--- config.mk ---
export PLATFORM = sky130hd
export DESIGN_NAME = overflow_extended_interval_timer
export DESIGN_NICKNAME = d
export VERILOG_FILES = /design/src/sv/oeit_pkg.sv /design/src/sv/overflow_extended_interval_timer.sv /design/src/sv/oeit_front.sv /design/src/sv/oeit_fifo.sv /design/src/sv/oeit_div.sv /design/src/sv/oeit_back.sv
export VERILOG_INCLUDE_DIRS = /design/src /design/src/sv
export SDC_FILE = /design/constraint.sdc
export NUM_CORES = 1
export LEC_CHECK = 0
export BUFFER_PORTS_ARGS = -buffer_cell sky130_fd_sc_hd__buf_4
export CAP_MARGIN = 15
export CORE_ASPECT_RATIO = 0.9
export CORE_MARGIN = 5
export CORE_UTILIZATION = 25
export DETAILED_ROUTE_END_ITERATION = 6
export GPL_ROUTABILITY_DRIVEN = 0
export PLACE_DENSITY = 0.44
export SLEW_MARGIN = 10
export SYNTH_ARGS = -nofsm -noshare
export SYNTH_HDL_FRONTEND = slang
export SYNTH_HIERARCHICAL = 1
export SYNTH_SLANG_ARGS = --single-unit
--- constraint.sdc ---
create_clock -name aclk -period 7.32 [get_ports aclk]
set_input_delay 0.366 -clock aclk [delete_from_list [all_inputs] [get_ports aclk]]
set_output_delay 0.366 -clock aclk [all_outputs]
set_load 0.05 [all_outputs]
--- src/sv/overflow_extended_interval_timer_defines.svh ---
// Assertion helpers shared by the timer project.
// Both sample on aclk and are switched off while aresetn is low.
`ifndef OVERFLOW_EXTENDED_INTERVAL_TIMER_DEFINES_SVH
`define OVERFLOW_EXTENDED_INTERVAL_TIMER_DEFINES_SVH

// The consequent must hold in the same cycle as the antecedent.
`define OEIT_ASSERT_SAME(lbl, ante, cons, msg) \
    lbl: assert property (@(posedge aclk) disable iff (!aresetn) \
        (ante) |-> (cons)) else $error(msg);

// The consequent must hold in the cycle after the antecedent.
`define OEIT_ASSERT_NEXT(lbl, ante, cons, msg) \
    lbl: assert property (@(posedge aclk) disable iff (!aresetn) \
        (ante) |=> (cons)) else $error(msg);

`endif

--- src/sv/oeit_pkg.sv ---
`timescale 1ns / 1ps

package oeit_pkg;

    // Request codes carried in req_type.
    localparam logic [1:0] REQ_TICK  = 2'd0;
    localparam logic [1:0] REQ_START = 2'd1;
    localparam logic [1:0] REQ_STOP  = 2'd2;

    // Timer modes; any mode beyond execute-once behaves as periodic reload.
    localparam logic [1:0] MODE_FREE = 2'd0;
    localparam logic [1:0] MODE_ONCE = 2'd1;

    // Prescaler selects.
    localparam logic [2:0] PSC_OFF      = 3'd0;
    localparam logic [2:0] PSC_SEL_1    = 3'd1;
    localparam logic [2:0] PSC_SEL_8    = 3'd2;
    localparam logic [2:0] PSC_SEL_64   = 3'd3;
    localparam logic [2:0] PSC_SEL_256  = 3'd4;
    localparam logic [2:0] PSC_SEL_1024 = 3'd5;

    localparam int DIVC_W = 11;

    // Interval arithmetic widths: ms * 1e6 fits 36 bits, the tick period 21 bits.
    localparam int          DVD_W     = 36;
    localparam int          DVS_W     = 21;
    localparam int          DIV_CNT_W = 6;
    localparam logic [19:0] MS_TO_NS  = 20'd1000000;
    localparam logic [15:0] OVF_MAX   = 16'hFFFF;

    // Command queue between the front and the back.
    localparam int Q_DEPTH = 2;
    localparam int Q_PTR_W = 1;
    localparam int Q_CNT_W = 2;

    typedef struct packed {
        logic [1:0]  req_type;
        logic [2:0]  prescale_sel;
        logic [15:0] desired_ms;
    } in_item_t;

    typedef struct packed {
        logic [23:0] tick_count;
        logic        running;
        logic        complete;
    } out_item_t;

    typedef enum logic [1:0] {
        CMD_NOP,
        CMD_TICK,
        CMD_START,
        CMD_STOP
    } cmd_t;

    typedef struct packed {
        cmd_t        cmd;
        logic [2:0]  sel;
        logic [15:0] ms;
    } q_item_t;

    typedef enum logic [1:0] {
        BK_IDLE,
        BK_MUL,
        BK_DIV,
        BK_FIN
    } bk_state_t;

    typedef struct packed {
        logic             start;
        logic [DVD_W-1:0] dividend;
        logic [DVS_W-1:0] divisor;
    } div_req_t;

    typedef struct packed {
        logic             busy;
        logic             done;
        logic [DVD_W-1:0] quotient;
    } div_rsp_t;

    function automatic logic [DIVC_W-1:0] psc_divisor(input logic [2:0] sel);
        logic [DIVC_W-1:0] d;
        case (sel)
            PSC_SEL_1:    d = 11'd1;
            PSC_SEL_8:    d = 11'd8;
            PSC_SEL_64:   d = 11'd64;
            PSC_SEL_256:  d = 11'd256;
            PSC_SEL_1024: d = 11'd1024;
            default:      d = 11'd0;
        endcase
        return d;
    endfunction

endpackage

--- src/sv/overflow_extended_interval_timer.sv ---
// Ticks, stops, no-ops and free-running starts are executed as they are taken from the queue,
// their results registered; the next is taken once the output register is free or being read.
// A start in a countdown mode holds the back while it is taken, the 36-bit serial divider
// is started, the quotient bits are produced, the quotient is seen and the timer is loaded.
// Reset (aresetn low, synchronous) stops the timer, clears all counters, empties the
// queue and the output register, and selects free-running mode.
`timescale 1ns / 1ps

`include "overflow_extended_interval_timer_defines.svh"

module overflow_extended_interval_timer import oeit_pkg::*; #(
    parameter int COUNTER_BITS = 8,
    parameter int CLOCK_HZ     = 16000000
) (
    input  logic       aclk,
    input  logic       aresetn,
    input  logic       cfg_we,
    input  logic [1:0] cfg_wdata,
    input  logic       s_valid,
    output logic       s_ready,
    input  in_item_t   s_data,
    output logic       m_valid,
    input  logic       m_ready,
    output out_item_t  m_data
);

    // The user must write the mode register only while the block is idle (the block does not
    // enforce it), so a countdown start sees the same mode from the moment it is taken until it completes.
    logic [1:0] timer_mode_reg;

    always_ff @(posedge aclk) begin
        if (!aresetn) begin
            timer_mode_reg <= MODE_FREE;
        end else if (cfg_we) begin
            timer_mode_reg <= cfg_wdata;
        end
    end

    // The front classifies each incoming transaction into a command. A start with a
    // prescaler select of zero or beyond the table is reduced to a stop there.
    logic    push;
    q_item_t push_item;
    logic    q_full;
    logic    q_valid;
    q_item_t q_item;
    logic    q_pop;

    oeit_front u_front (
        .s_valid   (s_valid),
        .s_ready   (s_ready),
        .s_data    (s_data),
        .q_full    (q_full),
        .push      (push),
        .push_item (push_item)
    );

    // A two-entry queue decouples acceptance from execution, so ticks keep being
    // taken while the output register waits for the consumer, until the queue is full.
    oeit_fifo u_fifo (
        .aclk      (aclk),
        .aresetn   (aresetn),
        .push      (push),
        .push_item (push_item),
        .pop       (q_pop),
        .full      (q_full),
        .q_valid   (q_valid),
        .q_item    (q_item)
    );

    // The back owns the timer state and the output register. Countdown starts use
    // the serial divider to turn milliseconds into a count of prescaled ticks.
    div_req_t div_req;
    div_rsp_t div_rsp;

    oeit_div u_div (
        .aclk    (aclk),
        .aresetn (aresetn),
        .div_req (div_req),
        .div_rsp (div_rsp)
    );

    oeit_back #(
        .COUNTER_BITS (COUNTER_BITS),
        .CLOCK_HZ     (CLOCK_HZ)
    ) u_back (
        .aclk       (aclk),
        .aresetn    (aresetn),
        .timer_mode (timer_mode_reg),
        .q_valid    (q_valid),
        .q_item     (q_item),
        .q_pop      (q_pop),
        .div_req    (div_req),
        .div_rsp    (div_rsp),
        .m_valid    (m_valid),
        .m_ready    (m_ready),
        .m_data     (m_data)
    );

    // The back must never take a command from an empty queue.
    `OEIT_ASSERT_SAME(a_pop_has_item, q_pop, q_valid, "queue popped while empty")
    // A division is never restarted while one is still running.
    `OEIT_ASSERT_SAME(a_div_start_idle, div_req.start, !div_rsp.busy, "divider restarted")
    // A started division is busy in the following cycle.
    `OEIT_ASSERT_NEXT(a_div_runs, div_req.start, div_rsp.busy, "divider did not start")
    // No further command is executed while a start is being divided.
    `OEIT_ASSERT_SAME(a_no_pop_in_div, div_rsp.busy, !q_pop, "command taken during division")

endmodule

--- src/sv/oeit_front.sv ---
`timescale 1ns / 1ps

module oeit_front import oeit_pkg::*; (
    input  logic     s_valid,
    output logic     s_ready,
    input  in_item_t s_data,
    input  logic     q_full,
    output logic     push,
    output q_item_t  push_item
);

    // A start with an unusable prescaler select only stops the timer, so it
    // is turned into a stop here and the back never sees it as a start.
    always_comb begin
        push_item.sel = s_data.prescale_sel;
        push_item.ms  = s_data.desired_ms;
        case (s_data.req_type)
            REQ_TICK: begin
                push_item.cmd = CMD_TICK;
            end
            REQ_START: begin
                if (s_data.prescale_sel == PSC_OFF || s_data.prescale_sel > PSC_SEL_1024) begin
                    push_item.cmd = CMD_STOP;
                end else begin
                    push_item.cmd = CMD_START;
                end
            end
            REQ_STOP: begin
                push_item.cmd = CMD_STOP;
            end
            default: begin
                push_item.cmd = CMD_NOP;
            end
        endcase
    end

    assign s_ready = !q_full;
    assign push    = s_valid && !q_full;

endmodule

--- src/sv/oeit_fifo.sv ---
`timescale 1ns / 1ps

module oeit_fifo import oeit_pkg::*; (
    input  logic    aclk,
    input  logic    aresetn,
    input  logic    push,
    input  q_item_t push_item,
    input  logic    pop,
    output logic    full,
    output logic    q_valid,
    output q_item_t q_item
);

    q_item_t              entries_reg [Q_DEPTH];
    logic [Q_PTR_W-1:0]   wr_ptr_reg;
    logic [Q_PTR_W-1:0]   rd_ptr_reg;
    logic [Q_CNT_W-1:0]   count_reg;

    assign full    = count_reg == Q_CNT_W'(Q_DEPTH);
    assign q_valid = count_reg != '0;
    assign q_item  = entries_reg[rd_ptr_reg];

    always_ff @(posedge aclk) begin
        if (!aresetn) begin
            wr_ptr_reg <= '0;
            rd_ptr_reg <= '0;
            count_reg  <= '0;
        end else begin
            if (push) begin
                wr_ptr_reg <= wr_ptr_reg + 1'b1;
            end
            if (pop) begin
                rd_ptr_reg <= rd_ptr_reg + 1'b1;
            end
            if (push && !pop) begin
                count_reg <= count_reg + 1'b1;
            end else if (pop && !push) begin
                count_reg <= count_reg - 1'b1;
            end
        end
    end

    always_ff @(posedge aclk) begin
        if (push) begin
            entries_reg[wr_ptr_reg] <= push_item;
        end
    end

endmodule

--- src/sv/oeit_div.sv ---
`timescale 1ns / 1ps

module oeit_div import oeit_pkg::*; (
    input  logic     aclk,
    input  logic     aresetn,
    input  div_req_t div_req,
    output div_rsp_t div_rsp
);

    // Restoring division, one quotient bit per cycle. The quotient bits shift
    // in at the bottom of quo_reg as the dividend bits shift out at the top.
    logic [DVS_W-1:0]     rem_reg, rem_next;
    logic [DVD_W-1:0]     quo_reg, quo_next;
    logic [DVS_W-1:0]     dvs_reg, dvs_next;
    logic [DIV_CNT_W-1:0] cnt_reg, cnt_next;
    logic                 busy_reg, busy_next;
    logic                 done_reg, done_next;
    logic [DVS_W:0]       trial;
    logic [DVS_W:0]       diff;
    logic                 fits;

    always_comb begin
        trial     = {rem_reg, quo_reg[DVD_W-1]};
        diff      = trial - {1'b0, dvs_reg};
        fits      = trial >= {1'b0, dvs_reg};
        rem_next  = rem_reg;
        quo_next  = quo_reg;
        dvs_next  = dvs_reg;
        cnt_next  = cnt_reg;
        busy_next = busy_reg;
        done_next = 1'b0;
        if (div_req.start) begin
            rem_next  = '0;
            quo_next  = div_req.dividend;
            dvs_next  = div_req.divisor;
            cnt_next  = DIV_CNT_W'(DVD_W - 1);
            busy_next = 1'b1;
        end else if (busy_reg) begin
            rem_next = fits ? diff[DVS_W-1:0] : trial[DVS_W-1:0];
            quo_next = {quo_reg[DVD_W-2:0], fits};
            if (cnt_reg == '0) begin
                busy_next = 1'b0;
                done_next = 1'b1;
            end else begin
                cnt_next = cnt_reg - 1'b1;
            end
        end
    end

    always_ff @(posedge aclk) begin
        if (!aresetn) begin
            cnt_reg  <= '0;
            busy_reg <= 1'b0;
            done_reg <= 1'b0;
        end else begin
            cnt_reg  <= cnt_next;
            busy_reg <= busy_next;
            done_reg <= done_next;
        end
    end

    always_ff @(posedge aclk) begin
        rem_reg <= rem_next;
        quo_reg <= quo_next;
        dvs_reg <= dvs_next;
    end

    assign div_rsp.busy     = busy_reg;
    assign div_rsp.done     = done_reg;
    assign div_rsp.quotient = quo_reg;

endmodule

--- src/sv/oeit_back.sv ---
`timescale 1ns / 1ps

module oeit_back import oeit_pkg::*; #(
    parameter int COUNTER_BITS = 8,
    parameter int CLOCK_HZ     = 16000000
) (
    input  logic       aclk,
    input  logic       aresetn,
    input  logic [1:0] timer_mode,
    input  logic       q_valid,
    input  q_item_t    q_item,
    output logic       q_pop,
    output div_req_t   div_req,
    input  div_rsp_t   div_rsp,
    output logic       m_valid,
    input  logic       m_ready,
    output out_item_t  m_data
);

    localparam int N = COUNTER_BITS;

    // Tick period in ns for each prescaler, floored, never below 1 ns.
    localparam longint unsigned NS_PER_S  = 64'd1000000000;
    localparam longint unsigned TNS_1_R   = (NS_PER_S * 64'd1) / CLOCK_HZ;
    localparam longint unsigned TNS_8_R   = (NS_PER_S * 64'd8) / CLOCK_HZ;
    localparam longint unsigned TNS_64_R  = (NS_PER_S * 64'd64) / CLOCK_HZ;
    localparam longint unsigned TNS_256_R = (NS_PER_S * 64'd256) / CLOCK_HZ;
    localparam longint unsigned TNS_1K_R  = (NS_PER_S * 64'd1024) / CLOCK_HZ;
    localparam logic [DVS_W-1:0] TNS_1    = DVS_W'((TNS_1_R == 64'd0) ? 64'd1 : TNS_1_R);
    localparam logic [DVS_W-1:0] TNS_8    = DVS_W'((TNS_8_R == 64'd0) ? 64'd1 : TNS_8_R);
    localparam logic [DVS_W-1:0] TNS_64   = DVS_W'((TNS_64_R == 64'd0) ? 64'd1 : TNS_64_R);
    localparam logic [DVS_W-1:0] TNS_256  = DVS_W'((TNS_256_R == 64'd0) ? 64'd1 : TNS_256_R);
    localparam logic [DVS_W-1:0] TNS_1K   = DVS_W'((TNS_1K_R == 64'd0) ? 64'd1 : TNS_1K_R);

    bk_state_t         state_reg, state_next;
    logic [N-1:0]      tick_cnt_reg, tick_cnt_next;
    logic [15:0]       ovf_cnt_reg, ovf_cnt_next;
    logic [15:0]       rld_ovf_reg, rld_ovf_next;
    logic [N-1:0]      rld_val_reg, rld_val_next;
    logic [2:0]        act_psc_reg, act_psc_next;
    logic [DIVC_W-1:0] div_cnt_reg, div_cnt_next;
    logic [2:0]        cmd_sel_reg, cmd_sel_next;
    logic [15:0]       cmd_ms_reg, cmd_ms_next;
    logic              m_valid_reg, m_valid_next;
    out_item_t         m_data_reg, m_data_next;

    logic              out_free;
    logic              load_out;
    logic              complete;
    logic [DIVC_W-1:0] dc_inc;
    logic [N-1:0]      tc_inc;
    logic [15:0]       ovf_inc;
    logic [15:0]       ovf_dec;
    logic [N-1:0]      rv_calc;
    logic [DVD_W-1:0]  q_hi;
    logic [DVD_W:0]    ovf_sum;
    logic [15:0]       ovf_sat;
    logic [39:0]       tick_wide;
    logic [DVS_W-1:0]  tns_sel;

    always_comb begin
        case (cmd_sel_reg)
            PSC_SEL_1:    tns_sel = TNS_1;
            PSC_SEL_8:    tns_sel = TNS_8;
            PSC_SEL_64:   tns_sel = TNS_64;
            PSC_SEL_256:  tns_sel = TNS_256;
            default:      tns_sel = TNS_1K;
        endcase
    end

    // The multiplier feeds the divider's operand registers directly.
    assign div_req.dividend = {20'd0, cmd_ms_reg} * {16'd0, MS_TO_NS};
    assign div_req.divisor  = tns_sel;

    always_comb begin
        state_next    = state_reg;
        tick_cnt_next = tick_cnt_reg;
        ovf_cnt_next  = ovf_cnt_reg;
        rld_ovf_next  = rld_ovf_reg;
        rld_val_next  = rld_val_reg;
        act_psc_next  = act_psc_reg;
        div_cnt_next  = div_cnt_reg;
        cmd_sel_next  = cmd_sel_reg;
        cmd_ms_next   = cmd_ms_reg;
        q_pop         = 1'b0;
        load_out      = 1'b0;
        complete      = 1'b0;
        div_req.start = 1'b0;

        out_free = !m_valid_reg || m_ready;
        dc_inc   = div_cnt_reg + 1'b1;
        tc_inc   = tick_cnt_reg + 1'b1;
        ovf_inc  = ovf_cnt_reg + 16'd1;
        ovf_dec  = ovf_cnt_reg - 16'd1;

        // Reload value and overflow count from the interval in ticks.
        rv_calc = {N{1'b0}} - div_rsp.quotient[N-1:0];
        q_hi    = div_rsp.quotient >> N;
        ovf_sum = {1'b0, q_hi} + (DVD_W + 1)'(rv_calc != '0);
        ovf_sat = (ovf_sum > (DVD_W + 1)'(OVF_MAX)) ? OVF_MAX : ovf_sum[15:0];

        case (state_reg)
            BK_IDLE: begin
                if (q_valid && out_free) begin
                    q_pop = 1'b1;
                    case (q_item.cmd)
                        CMD_TICK: begin
                            load_out = 1'b1;
                            if (act_psc_reg != PSC_OFF) begin
                                if (dc_inc >= psc_divisor(act_psc_reg)) begin
                                    div_cnt_next  = '0;
                                    tick_cnt_next = tc_inc;
                                    if (tc_inc == '0) begin
                                        if (timer_mode == MODE_FREE) begin
                                            ovf_cnt_next = ovf_inc;
                                        end else begin
                                            ovf_cnt_next = ovf_dec;
                                            if (ovf_dec == '0) begin
                                                complete = 1'b1;
                                                if (timer_mode == MODE_ONCE) begin
                                                    act_psc_next = PSC_OFF;
                                                end else begin
                                                    ovf_cnt_next  = rld_ovf_reg;
                                                    tick_cnt_next = rld_val_reg;
                                                end
                                            end
                                        end
                                    end
                                end else begin
                                    div_cnt_next = dc_inc;
                                end
                            end
                        end
                        CMD_START: begin
                            if (timer_mode == MODE_FREE) begin
                                load_out      = 1'b1;
                                rld_ovf_next  = '0;
                                rld_val_next  = '0;
                                ovf_cnt_next  = '0;
                                tick_cnt_next = '0;
                                div_cnt_next  = '0;
                                act_psc_next  = q_item.sel;
                            end else begin
                                act_psc_next = PSC_OFF;
                                cmd_sel_next = q_item.sel;
                                cmd_ms_next  = q_item.ms;
                                state_next   = BK_MUL;
                            end
                        end
                        CMD_STOP: begin
                            load_out     = 1'b1;
                            act_psc_next = PSC_OFF;
                        end
                        default: begin
                            load_out = 1'b1;
                        end
                    endcase
                end
            end
            BK_MUL: begin
                div_req.start = 1'b1;
                state_next    = BK_DIV;
            end
            BK_DIV: begin
                if (div_rsp.done) begin
                    state_next = BK_FIN;
                end
            end
            BK_FIN: begin
                if (out_free) begin
                    load_out      = 1'b1;
                    rld_val_next  = rv_calc;
                    rld_ovf_next  = ovf_sat;
                    ovf_cnt_next  = ovf_sat;
                    tick_cnt_next = rv_calc;
                    div_cnt_next  = '0;
                    act_psc_next  = cmd_sel_reg;
                    state_next    = BK_IDLE;
                end
            end
            default: begin
                state_next = BK_IDLE;
            end
        endcase

        tick_wide              = 40'({ovf_cnt_next, tick_cnt_next});
        m_data_next            = m_data_reg;
        m_valid_next           = m_valid_reg;
        if (load_out) begin
            m_data_next.tick_count = tick_wide[23:0];
            m_data_next.running    = act_psc_next != PSC_OFF;
            m_data_next.complete   = complete;
            m_valid_next           = 1'b1;
        end else if (m_ready) begin
            m_valid_next = 1'b0;
        end
    end

    always_ff @(posedge aclk) begin
        if (!aresetn) begin
            state_reg    <= BK_IDLE;
            tick_cnt_reg <= '0;
            ovf_cnt_reg  <= '0;
            rld_ovf_reg  <= '0;
            rld_val_reg  <= '0;
            act_psc_reg  <= PSC_OFF;
            div_cnt_reg  <= '0;
            m_valid_reg  <= 1'b0;
        end else begin
            state_reg    <= state_next;
            tick_cnt_reg <= tick_cnt_next;
            ovf_cnt_reg  <= ovf_cnt_next;
            rld_ovf_reg  <= rld_ovf_next;
            rld_val_reg  <= rld_val_next;
            act_psc_reg  <= act_psc_next;
            div_cnt_reg  <= div_cnt_next;
            m_valid_reg  <= m_valid_next;
        end
    end

    always_ff @(posedge aclk) begin
        cmd_sel_reg <= cmd_sel_next;
        cmd_ms_reg  <= cmd_ms_next;
        m_data_reg  <= m_data_next;
    end

    assign m_valid = m_valid_reg;
    assign m_data  = m_data_reg;

endmodule
==> summary.md <==
| Metric | Value |
|---|---|
| Max-cap violations | `0` |
| Later-pin clock latency in the skew report | `~0.59 ns` |
| Max clock buf depth | `3` |
| Vias in the first global route | `approximately 14,000` |
| Number of fill cells | `7,597` |
| Met2 WL | `~22 mm` |
| Yosys warning total | `6` |
| Length of routed wiring on met1 | `between 20 and 25 mm` |
| IO Count | `56` |
| Reg power frac | `26.2%` |
| Hold_ws | `approximately 0.042 ns` |
| Skew final | `between 0.02 and 0.03 ns` |
| Slew Limit Fails | `0` |
| Synth Instances | `1,868` |
| Fin nets | `2,124` |
| Starting Density | `approximately a quarter` |
| DRC Markers | `0` |
| Rows | `93` |
| Mapped Area | `between 15,000 and 20,000 um^2` |
| Total power draw | `8.19 mW` |
| Int Pwr | `4.55 mW` |
| Clock buffer count from CTS | `29` |
| Share of layout cells above drive strength 1 | `between 10% and 20%` |
| Port bufs | `55` |
| CTS root buffer | `clkbuf_16` |
| CP startpoint kind | `register` |
| CTS tree | `done` |
| Avg Inst Size Synth | `9.62 um^2` |
| Grt ovf | `0` |
| Die X | `293 um` |
| Post-layout minimum cycle time | `between 6 and 7 ns` |
| Rel. slew slack | `between 15 and 20%` |
| Crit path max fanout | `5` |
| Uppermost layer routed | `met5` |
| N_diodes | `0` |
| Worst hold path class | `in -> reg` |
| Setup CP Type | `reg -> reg` |
| H-tree depth | `1` |
| GR Util All Layers | `between 10% and 20%` |
| CP Capture Type | `register` |
| Maximum VDD drop | `0.259 mV` |
| Final Hold Viols | `0` |
| Data arrival time of the worst path | `roughly 6.4 ns` |
| Clk network pwr share | `a little under a fifth` |
| Die footprint | `approximately 77,000 um^2` |
| Max reg flops | `42` |
| Worst-Margin Slew | `1.24 ns` |
| Die height | `~260 um` |
| Wire per inst | `about 17 um` |
| Initial antenna violation count | `3` |
| Area after DPL | `around 19,000 um^2` |
| Starting DRT DRC Count | `874` |
| Final WL | `48.6 mm` |
| Num Clock Sinks | `245` |
| CORE AREA | `approximately 71,000 um^2` |
| DR vias/cell | `4.82` |
| P_sw | `between 3 and 4 mW` |
| Clock Pin Slew Worst Setup and Hold Paths | `approximately 0.060 ns` |
| Setup TNS | `0 ns` |
| DRT Pass-1 Iters | `5` |
| PwrDens | `402 nW/um^2` |
| Post-DRT Antenna Nets | `0` |
| Area growth syn-to-layout | `13.3%` |
| Fraction of power consumed by combinational cells | `55.5%` |
| Net Sw Frac | `~45%` |
| Unrepaired setup endpoints after global routing | `no` |
| Fmax | `roughly 160 MHz` |
| Wire length on met3 | `roughly 2.0 mm` |
| Critical Path RT | `approximately 7.6 ns` |
| Final worst-path cycle share | `between 80% and 90%` |
| Final setup violation count | `0` |
| Leak pwr | `about 8.0 nW` |
| Run status | `complete, no violations` |
| DP HPWL | `36.6 mm` |
| Pin count of the biggest net entering global routing | `52` |
| Total number of vias | `roughly 14,000` |
| Wire length of the first global-routing pass | `77.9 mm` |
| Final instance area | `roughly 20,000 um^2` |
-- repair_timing --
action	in CTS	in global routing
endpoints found under the hold margin	38	0
hold buffers	19	0
gates resized for setup	0	0
buffers inserted	0	0
-- power by group through the flow --
stage	sequential, mW	combinational [mW]	clock [mW]
floorplan	2.33	3.15	0
global placement	2.18	4.52	0
detailed placement	2.18	4.54	0
CTS	2.16	4.60	1.56
global route	2.19	5.13	1.62
finish	2.15	4.55	1.50
-- layer usage --
layer  up-vias  GRT usage, %
met2       294          19.5
li1       6775             -
met4         2          2.60
met5         -             0
met1      6668          17.8
met3        53          1.74
-- cell type report --
type,count,area [um^2],area share [%]
multi-input combinational,1359,10500,51.6
sequential,245,6350,31.1
tap,950,1190,5.83
clock buffer,39,846,4.15
timing repair buffer,92,746,3.66
inverter,160,601,2.95
clock inverter,15,144,0.706
-- final timing paths --
path                                                          start                                   to  slack, ns  cells after the start
worst min register to register  u_back/rld_ovf_reg[13]$_SDFFE_PN0P_  u_back/rld_ovf_reg[13]$_SDFFE_PN0P_       0.48                      2
worst max-delay path                 u_back/cmd_ms_reg[4]$_DFFE_PP_          u_div/quo_reg[34]$_DFFE_PP_       1.22                     20
worst min-delay path                                   cfg_wdata[1]       timer_mode_reg[1]$_SDFFE_PN0P_       0.04                      3
worst max register to register       u_back/cmd_ms_reg[4]$_DFFE_PP_          u_div/quo_reg[34]$_DFFE_PP_       1.22                     20
-- worst max-delay path: stages (launching register included) --
cell,delay [ns]
edfxtp_1,0.47
inv_1,0.21
fa_1,0.47
fa_1,0.54
inv_1,0.05
fa_1,0.56
fa_1,0.42
ha_1,0.29
inv_1,0.05
fa_1,0.50
inv_1,0.04
ha_1,0.34
a21o_1,0.19
a21oi_1,0.15
nor2_1,0.08
or4_1,0.46
a21oi_1,0.21
o31ai_1,0.15
o2111ai_1,0.22
o311ai_0,0.14
mux2_2,0.30
-- placed cells by master, fill, tap and decap left out, drive strengths merged, types with 31 or more instances in the layout --
cell type and n:
inv 160, buf 73, fa 56, nand3 47, o21ai 72, ha 153
a211oi 33, mux2 62, xor2 31, nand2 143, nor2 140, dfxtp 101
nor3 35, xnor2 61, clkbuf 39, a21oi 94, edfxtp 144
-- per-stage QoR --
step	std cells	setup WS, ns	util (%)
6_report	2860	1.22	28.5
4_1_cts	2858	1.18	28.5
3_5_place_dp	2785	1.20	26.8
3_3_place_gp	2785	1.31	26.8
5_1_grt	2860	0.864	28.5
2_1_floorplan	1879	1.61	-
Note: power is estimated with default switching activity, not from simulation.
